<file path="config.mk">
export PLATFORM = sky130hd
export DESIGN_NAME = lfu_cache_lru_tiebreak_top
export DESIGN_NICKNAME = d
export VERILOG_FILES = /design/src/design/lfu_pkg.sv /design/src/design/lfu_ctrl.sv /design/src/design/lfu_dp.sv /design/src/design/lfu_cache_lru_tiebreak_top.sv
export VERILOG_INCLUDE_DIRS = /design/src /design/src/design
export SDC_FILE = /design/constraint.sdc
export NUM_CORES = 2
export LEC_CHECK = 0
export ABC_AREA = 1
export BUFFER_PORTS_ARGS = -buffer_cell sky130_fd_sc_hd__buf_2
export CAP_MARGIN = 5
export CORE_MARGIN = 2
export CORE_UTILIZATION = 25
export DETAILED_ROUTE_END_ITERATION = 8
export PLACE_DENSITY = 0.47
export SETUP_SLACK_MARGIN = 0.2
export SLEW_MARGIN = 20
export SYNTH_ARGS = -nofsm -noshare
export SYNTH_HDL_FRONTEND = slang
export SYNTH_SLANG_ARGS = --single-unit
</file>
<file path="constraint.sdc">
create_clock -name clk -period 9.95 [get_ports clk]
set_input_delay 1.99 -clock clk [delete_from_list [all_inputs] [get_ports clk]]
set_output_delay 1.99 -clock clk [all_outputs]
set_load 0.05 [all_outputs]
</file>
<file path="src/design/lfu_cache_lru_tiebreak_top_assert.svh">
// Assertion macros for the LFU cache block.
`ifndef LFU_CACHE_LRU_TIEBREAK_TOP_ASSERT_SVH
`define LFU_CACHE_LRU_TIEBREAK_TOP_ASSERT_SVH

`define LFU_ASSERT_IMPL(label, clk, rst_n, ante, cons) \
	label: assert property (@(posedge clk) disable iff (!rst_n) (ante) |-> (cons)) \
		else $error("assertion failed");

`define LFU_ASSERT_NEXT(label, clk, rst_n, ante, cons) \
	label: assert property (@(posedge clk) disable iff (!rst_n) (ante) |=> (cons)) \
		else $error("assertion failed");

`endif

</file>
<file path="src/design/lfu_pkg.sv">
`timescale 1ns / 1ps
`default_nettype none
package lfu_pkg;
	localparam int unsigned ENTRIES_DEF    = 16;
	localparam int unsigned COUNT_BITS_DEF = 16;
	localparam int unsigned KEY_W          = 32;
	localparam int unsigned VAL_W          = 32;
	localparam int unsigned STAMP_W        = 32;
	localparam int unsigned CAP_W          = 5;
	localparam logic [CAP_W-1:0] CAP_RESET = 5'd16;
	localparam logic REQ_GET = 1'b0;
	localparam logic REQ_PUT = 1'b1;

	typedef enum logic [1:0] {
		ST_IDLE,
		ST_SCAN,
		ST_UPDATE
	} state_t;

	typedef struct packed {
		logic capture;
		logic scan;
		logic update;
	} cmd_t;

	typedef struct packed {
		logic scan_done;
	} status_t;
endpackage
`default_nettype wire

</file>
<file path="src/design/lfu_ctrl.sv">
`timescale 1ns / 1ps
`default_nettype none
module lfu_ctrl (
	input  wire logic             clk,
	input  wire logic             arst_n,
	input  wire logic             start,
	input  wire lfu_pkg::status_t status,
	output lfu_pkg::cmd_t         cmd,
	output logic                  busy
);
	lfu_pkg::state_t state_q, state_d;

	always_ff @(posedge clk or negedge arst_n) begin
		if (!arst_n) begin
			state_q <= lfu_pkg::ST_IDLE;
		end else begin
			state_q <= state_d;
		end
	end

	always_comb begin
		state_d = state_q;
		cmd     = '0;
		busy    = 1'b1;
		case (state_q)
			lfu_pkg::ST_IDLE: begin
				busy = 1'b0;
				if (start) begin
					cmd.capture = 1'b1;
					state_d     = lfu_pkg::ST_SCAN;
				end
			end
			lfu_pkg::ST_SCAN: begin
				cmd.scan = 1'b1;
				if (status.scan_done) begin
					state_d = lfu_pkg::ST_UPDATE;
				end
			end
			lfu_pkg::ST_UPDATE: begin
				cmd.update = 1'b1;
				state_d    = lfu_pkg::ST_IDLE;
			end
			default: begin
				state_d = lfu_pkg::ST_IDLE;
			end
		endcase
	end
endmodule
`default_nettype wire

</file>
<file path="src/design/lfu_dp.sv">
`timescale 1ns / 1ps
`default_nettype none
module lfu_dp #(
	parameter int unsigned ENTRIES    = lfu_pkg::ENTRIES_DEF,
	parameter int unsigned COUNT_BITS = lfu_pkg::COUNT_BITS_DEF
) (
	input  wire logic                       clk,
	input  wire logic                       arst_n,
	input  wire lfu_pkg::cmd_t              cmd,
	output lfu_pkg::status_t                status,
	input  wire logic [lfu_pkg::CAP_W-1:0]  capacity_q,
	input  wire logic                       req_type,
	input  wire logic [lfu_pkg::KEY_W-1:0]  key,
	input  wire logic [lfu_pkg::VAL_W-1:0]  write_value,
	output logic                            done,
	output logic                            hit,
	output logic [lfu_pkg::VAL_W-1:0]       read_value
);
	localparam int unsigned IW = (ENTRIES > 1) ? $clog2(ENTRIES) : 1;
	localparam int unsigned NW = $clog2(ENTRIES + 1);
	localparam int unsigned CW = (lfu_pkg::CAP_W > NW) ? lfu_pkg::CAP_W : NW;
	localparam logic [COUNT_BITS-1:0] CNT_MAX = '1;
	localparam logic [IW-1:0] LAST = IW'(ENTRIES - 1);

	logic [ENTRIES-1:0]             valid_q;
	logic [lfu_pkg::KEY_W-1:0]      key_mem   [ENTRIES];
	logic [lfu_pkg::VAL_W-1:0]      val_mem   [ENTRIES];
	logic [COUNT_BITS-1:0]          cnt_mem   [ENTRIES];
	logic [lfu_pkg::STAMP_W-1:0]    stamp_mem [ENTRIES];

	logic                           put_q;
	logic [lfu_pkg::KEY_W-1:0]      key_q;
	logic [lfu_pkg::VAL_W-1:0]      wval_q;
	logic [lfu_pkg::STAMP_W-1:0]    clock_q;
	logic [IW-1:0]                  idx_q;
	logic                           found_q, free_ok_q, vic_ok_q;
	logic [IW-1:0]                  found_idx_q, free_idx_q, vic_idx_q;
	logic [NW-1:0]                  used_q;
	logic [COUNT_BITS-1:0]          vic_cnt_q;
	logic [lfu_pkg::STAMP_W-1:0]    vic_stamp_q;

	logic cur_v, cur_match, cur_better;
	assign cur_v      = valid_q[idx_q];
	assign cur_match  = cur_v && (key_mem[idx_q] == key_q);
	assign cur_better = !vic_ok_q || (cnt_mem[idx_q] < vic_cnt_q) ||
		((cnt_mem[idx_q] == vic_cnt_q) && (stamp_mem[idx_q] < vic_stamp_q));
	assign status.scan_done = (idx_q == LAST);

	logic [CW-1:0] cap_eff, used_ext;
	always_comb begin
		cap_eff  = CW'(capacity_q);
		used_ext = CW'(used_q);
		if (cap_eff > CW'(ENTRIES)) begin
			cap_eff = CW'(ENTRIES);
		end
	end

	always_ff @(posedge clk or negedge arst_n) begin
		if (!arst_n) begin
			valid_q <= '0;
			clock_q <= '0;
			done    <= 1'b0;
		end else begin
			done <= cmd.update;
			if (cmd.update) begin
				clock_q <= clock_q + 1'b1;
				if (!found_q && put_q && cap_eff != '0) begin
					if (used_ext < cap_eff && free_ok_q) begin
						valid_q[free_idx_q] <= 1'b1;
					end
				end
			end
		end
	end

	always_ff @(posedge clk) begin
		if (cmd.capture) begin
			put_q     <= (req_type == lfu_pkg::REQ_PUT);
			key_q     <= key;
			wval_q    <= write_value;
			idx_q     <= '0;
			found_q   <= 1'b0;
			free_ok_q <= 1'b0;
			vic_ok_q  <= 1'b0;
			used_q    <= '0;
		end
		if (cmd.scan) begin
			idx_q <= idx_q + 1'b1;
			if (cur_v) begin
				used_q <= used_q + 1'b1;
				if (cur_match && !found_q) begin
					found_q     <= 1'b1;
					found_idx_q <= idx_q;
				end
				if (cur_better) begin
					vic_ok_q    <= 1'b1;
					vic_idx_q   <= idx_q;
					vic_cnt_q   <= cnt_mem[idx_q];
					vic_stamp_q <= stamp_mem[idx_q];
				end
			end else if (!free_ok_q) begin
				free_ok_q  <= 1'b1;
				free_idx_q <= idx_q;
			end
		end
		if (cmd.update) begin
			hit        <= found_q;
			read_value <= '0;
			if (found_q) begin
				if (cnt_mem[found_idx_q] != CNT_MAX) begin
					cnt_mem[found_idx_q] <= cnt_mem[found_idx_q] + 1'b1;
				end
				stamp_mem[found_idx_q] <= clock_q;
				if (put_q) begin
					val_mem[found_idx_q] <= wval_q;
				end else begin
					read_value <= val_mem[found_idx_q];
				end
			end else if (put_q && cap_eff != '0) begin
				if (used_ext < cap_eff && free_ok_q) begin
					key_mem[free_idx_q]   <= key_q;
					val_mem[free_idx_q]   <= wval_q;
					cnt_mem[free_idx_q]   <= COUNT_BITS'(1);
					stamp_mem[free_idx_q] <= clock_q;
				end else if (vic_ok_q) begin
					key_mem[vic_idx_q]   <= key_q;
					val_mem[vic_idx_q]   <= wval_q;
					cnt_mem[vic_idx_q]   <= COUNT_BITS'(1);
					stamp_mem[vic_idx_q] <= clock_q;
				end
			end
		end
	end
endmodule
`default_nettype wire

</file>
<file path="src/design/lfu_cache_lru_tiebreak_top.sv">
// channel   signals                          beat taken when
// request   start req_type key write_value   start & !busy
// result    done hit read_value              done (one cycle, no stall)
// config    capacity_we capacity_wdata       capacity_we
// A request scans every slot, one slot per cycle through the
// scan unit, then takes an update step; done follows in the next cycle.
// busy stays high from the accepted beat until done.
// Reset clears valid marks, the access clock and done, and sets capacity to 16.
// The result cannot be stalled.
`timescale 1ns / 1ps
`default_nettype none
`include "lfu_cache_lru_tiebreak_top_assert.svh"
module lfu_cache_lru_tiebreak_top #(
	parameter int unsigned ENTRIES    = lfu_pkg::ENTRIES_DEF,
	parameter int unsigned COUNT_BITS = lfu_pkg::COUNT_BITS_DEF
) (
	input  wire logic                      clk,
	input  wire logic                      arst_n,
	input  wire logic                      start,
	output logic                           busy,
	input  wire logic                      req_type,
	input  wire logic [lfu_pkg::KEY_W-1:0] key,
	input  wire logic [lfu_pkg::VAL_W-1:0] write_value,
	output logic                           done,
	output logic                           hit,
	output logic [lfu_pkg::VAL_W-1:0]      read_value,
	input  wire logic                      capacity_we,
	input  wire logic [lfu_pkg::CAP_W-1:0] capacity_wdata
);
	logic [lfu_pkg::CAP_W-1:0] capacity_q;
	lfu_pkg::cmd_t    cmd;
	lfu_pkg::status_t status;

	always_ff @(posedge clk or negedge arst_n) begin
		if (!arst_n) begin
			capacity_q <= lfu_pkg::CAP_RESET;
		end else if (capacity_we) begin
			capacity_q <= capacity_wdata;
		end
	end

	lfu_ctrl u_ctrl (
		.clk(clk), .arst_n(arst_n), .start(start), .status(status),
		.cmd(cmd), .busy(busy)
	);

	lfu_dp #(.ENTRIES(ENTRIES), .COUNT_BITS(COUNT_BITS)) u_dp (
		.clk(clk), .arst_n(arst_n), .cmd(cmd), .status(status),
		.capacity_q(capacity_q), .req_type(req_type), .key(key),
		.write_value(write_value), .done(done), .hit(hit),
		.read_value(read_value)
	);

	`LFU_ASSERT_NEXT(a_update_done, clk, arst_n, cmd.update, done)
	`LFU_ASSERT_IMPL(a_cmd_onehot, clk, arst_n, 1'b1, $onehot0(cmd))
	`LFU_ASSERT_IMPL(a_busy_cmd, clk, arst_n, cmd.scan || cmd.update, busy)
endmodule
`default_nettype wire

</file>
==> results_dict.tcl <==
set metrics [dict create \
    cts_repair_resize_count 0 \
    worstSetupPathType "register to register" \
    synth_area_per_cell_um2 12.7 \
    netlist_top_cells_area "edfxtp_1, o21ai_0, nor2_1" \
    clk-insertion-delay-late_ps 880 \
    synthDominantAreaCellType "edfxtp_1" \
    grt_max_degree 198 \
    endpoint_kind "register" \
    layout_common_cells "edfxtp_1, nor2_1, o21ai_0" \
    place.port_buffers 108 \
    synth_cells 6477 \
    post-route-cell-area_mm2 0.0950 \
    post-route-period-util_pct 58.6 \
    total_number_of_nets_in_the_final_design 6619 \
    via_count_of_the_first_global_routing_pass 51833 \
    cap_violations 0 \
    die-width_um 579 \
    cp-start-kind "register" \
    gr-total-overflow 0 \
    worst_slew_pin_slew_ps 1080 \
    wirelength_um 244000 \
    p_int_w 0.0159 \
    die-height_um 579 \
    synth.top_cell.area_share_pct 71.1 \
    worst_clock_skew_ps 63.6 \
    timing.final.setup_violations 0 \
    post_cts_buffers 0 \
    power.combinational.fraction_pct 22.2 \
    power.share.sequential_pct 43.1 \
    dominantRegCellSynth "edfxtp_1" \
    leakage_nw 29.9 \
    synth.net_count 6606 \
    grtUsageTotal_pct 14.1 \
    cts.clk_slew.worst_paths_ps 60 \
    drt_pass1_iterations 6 \
    async_flop_share_pct 2.76 \
    synth_area_mm2 0.0825 \
    totalNegativeSetupSlack_ps 0 \
    power.net_switching_w 0.00750 \
    cp.arrival_ps 6070 \
    power-per-cell-area_mw_per_mm2 246 \
    root_buffer_selected_by_cts "clkbuf_16" \
    count_of_cell_types_in_the_netlist 59 \
    hold_buffers 0 \
    mostFrequentLayoutCell "edfxtp_1" \
    avgRoutedWirePerCell_um 22.2 \
    clock-sinks 2026 \
    power_frac_clock_pct 34.7 \
    drv_slew 0 \
    cts_max_path_buffers 4 \
    cts_htree_levels 4 \
    synth_to_final_area_change_pct 15.2 \
    sw_frac_of_total_pct 32.0 \
    postPlaceCellArea_mm2 0.0879 \
    viasPerCell 4.80 \
    number_of_register_bits_inferred_by_synthesis 2026 \
    initial_core_util_pct 25.2 \
    yosysSeqAreaShare_pct 73.2 \
    hold_viol 0 \
    crit_required_ps 10190 \
    drt_first_iter_violations 4933 \
    layout-drive-gt1-share_pct 9.67 \
    crit_fanout 95 \
    final_antenna_net_count 0 \
    fmaxAchievable_ghz 0.171 \
    max-slew-margin-rel_pct 27.6 \
    route.detailed.drc 0 \
    grt_setup_unrepaired "no" \
    tritoncts "yes" \
    globalplace.congestion 0.779 \
    core_area_mm2 0.328 \
    result_of_the_run "completed" \
    dpl.hpwl_um 117000 \
    synth_edf_count 1954 \
    floorplan.rows 210 \
    design.die.area_mm2 0.335 \
    ioPinCount 109 \
    grt_antenna_before_repair 13 \
    grt_pass1_wl_um 355000 \
    routed-via-count 52839 \
    min-delay-path-class "register to register" \
    synthesis.yosys.warnings 0 \
    power.ir.vdd_worst_uv 255 \
    min_cycle_time_layout_ps 5830 \
    numCtsBuffers 220 \
]
==> flip-flops by register name, summed over array words and instances, names as in the netlist, 16 cells and up, named ones only <==
register	flops
u_dp.key_mem	512
u_dp.stamp_mem	512
u_dp.val_mem	512
u_dp.cnt_mem	256
u_dp.clock_q	32
u_dp.key_q	32
u_dp.read_value	32
u_dp.vic_stamp_q	32
u_dp.wval_q	32
u_dp.valid_q	16
u_dp.vic_cnt_q	16
==> kinds of logic after synthesis <==
logic type / synth area share [%]
flip-flops: 73.2
multiplexers: 0.0531
buffers and inverters: 3.45
XOR/XNOR: 0.467
AO/OA/AOI/OAI: 13.2
AND/OR/NAND/NOR: 8.80
adder cells (fa/ha/maj): 0.834
==> power groups by stage <==
stage,sequential [W],combinational [W],clock (W)
final,0.0101,0.00520,0.00812
after global routing,0.0101,0.00585,0.00863
after CTS,0.0101,0.00527,0.00831
after global placement,0.0103,0.00521,0
after floorplan,0.0101,0.00362,0
after detailed placement,0.0103,0.00525,0
==> area by class of cell <==
type / instances / area (um^2)
timing repair buffer: 223 / 1490
antenna: 5 / 12.5
clock inverter: 122 / 1260
fill: 33224 / 233000
sequential: 2026 / 60400
inverter: 261 / 1020
multi-input combinational: 3758 / 19600
clock buffer: 273 / 5830
tap: 4346 / 5440
==> synthesized netlist by cell type, types with 2 or more instances <==
cell type and instances:
edfxtp_1 1954, nor2_2 5, a211oi_1 2, xor2_1 25, nand2_1 393, buf_6 9, nand3b_1 2, o21ai_1 90
o221ai_1 242, inv_2 7, dfxtp_1 16, o31ai_1 3, nand4_1 6, buf_2 96, clkinv_1 2, o311ai_0 6
nand3_2 4, a21o_1 3, nor4_1 3, inv_1 251, o21bai_1 5, dfrtp_1 55, nor3_2 2, nand3_1 215
ha_1 55, o311ai_1 5, o21ai_0 1010, o211ai_1 195, buf_4 15, o22ai_1 101, xnor2_1 19, buf_1 14
nor3_1 16, clkbuf_1 298, mux2_2 3, o221a_2 2, nor2_1 1148, nand4_2 3, a31oi_1 3, nor2_4 2
a21oi_1 167, a31o_2 8
==> worst max-delay path, cell delays in order, from the launching register on <==
cell	delay, ps
dfxtp_4	470
buf_4	650
buf_4	880
o211ai_1	200
nand3_1	150
nand3_1	100
nand2_1	170
ha_1	300
nand2_1	90
nor2_1	250
nor3b_2	270
nand3_1	180
nand3_1	120
nand3_2	270
nand2_1	160
clkinv_1	830
==> per-layer routing <==
metal,wire (um),share of wire [%],GRT usage [%]
met1,108000,44,18.9
met2,117000,48,23.8
met3,12200,5.0,1.96
met4,6400,2.6,3.99
met5,23,0.0094,0
==> per-stage QoR <==
stage,hold slack (ps),setup WS (ps),std cells,utilization (%),power (W)
2_1_floorplan,422,5480,6477,-,0.0137
3_3_place_gp,435,4270,10614,26.8,0.0155
3_5_place_dp,439,4160,10614,26.8,0.0155
4_1_cts,453,4140,11009,29.0,0.0237
5_1_grt,470,3730,11012,29.0,0.0246
6_report,451,4120,11014,29.0,0.0234
==> path summary, 6_finish.rpt <==
path	endpoint	from	depth (start not counted)	slack [ps]
setup / recovery	u_dp.cnt_mem[9][8]$_DFFE_PP_	register	15	4120
hold / removal	u_dp.valid_q[6]$_DFFE_PN0P_	u_dp.valid_q[6]$_DFFE_PN0P_	2	450
setup reg to reg	u_dp.cnt_mem[9][8]$_DFFE_PP_	register	15	4120
hold reg to reg	u_dp.valid_q[6]$_DFFE_PN0P_	u_dp.valid_q[6]$_DFFE_PN0P_	2	450
max in group asynchronous	u_dp.valid_q[1]$_DFFE_PN0P_	arst_n	2	7890
min in group asynchronous	capacity_q[3]$_DFFE_PN0P_	arst_n	1	1050
No activity file was read; power rests on OpenSTA's default activity.
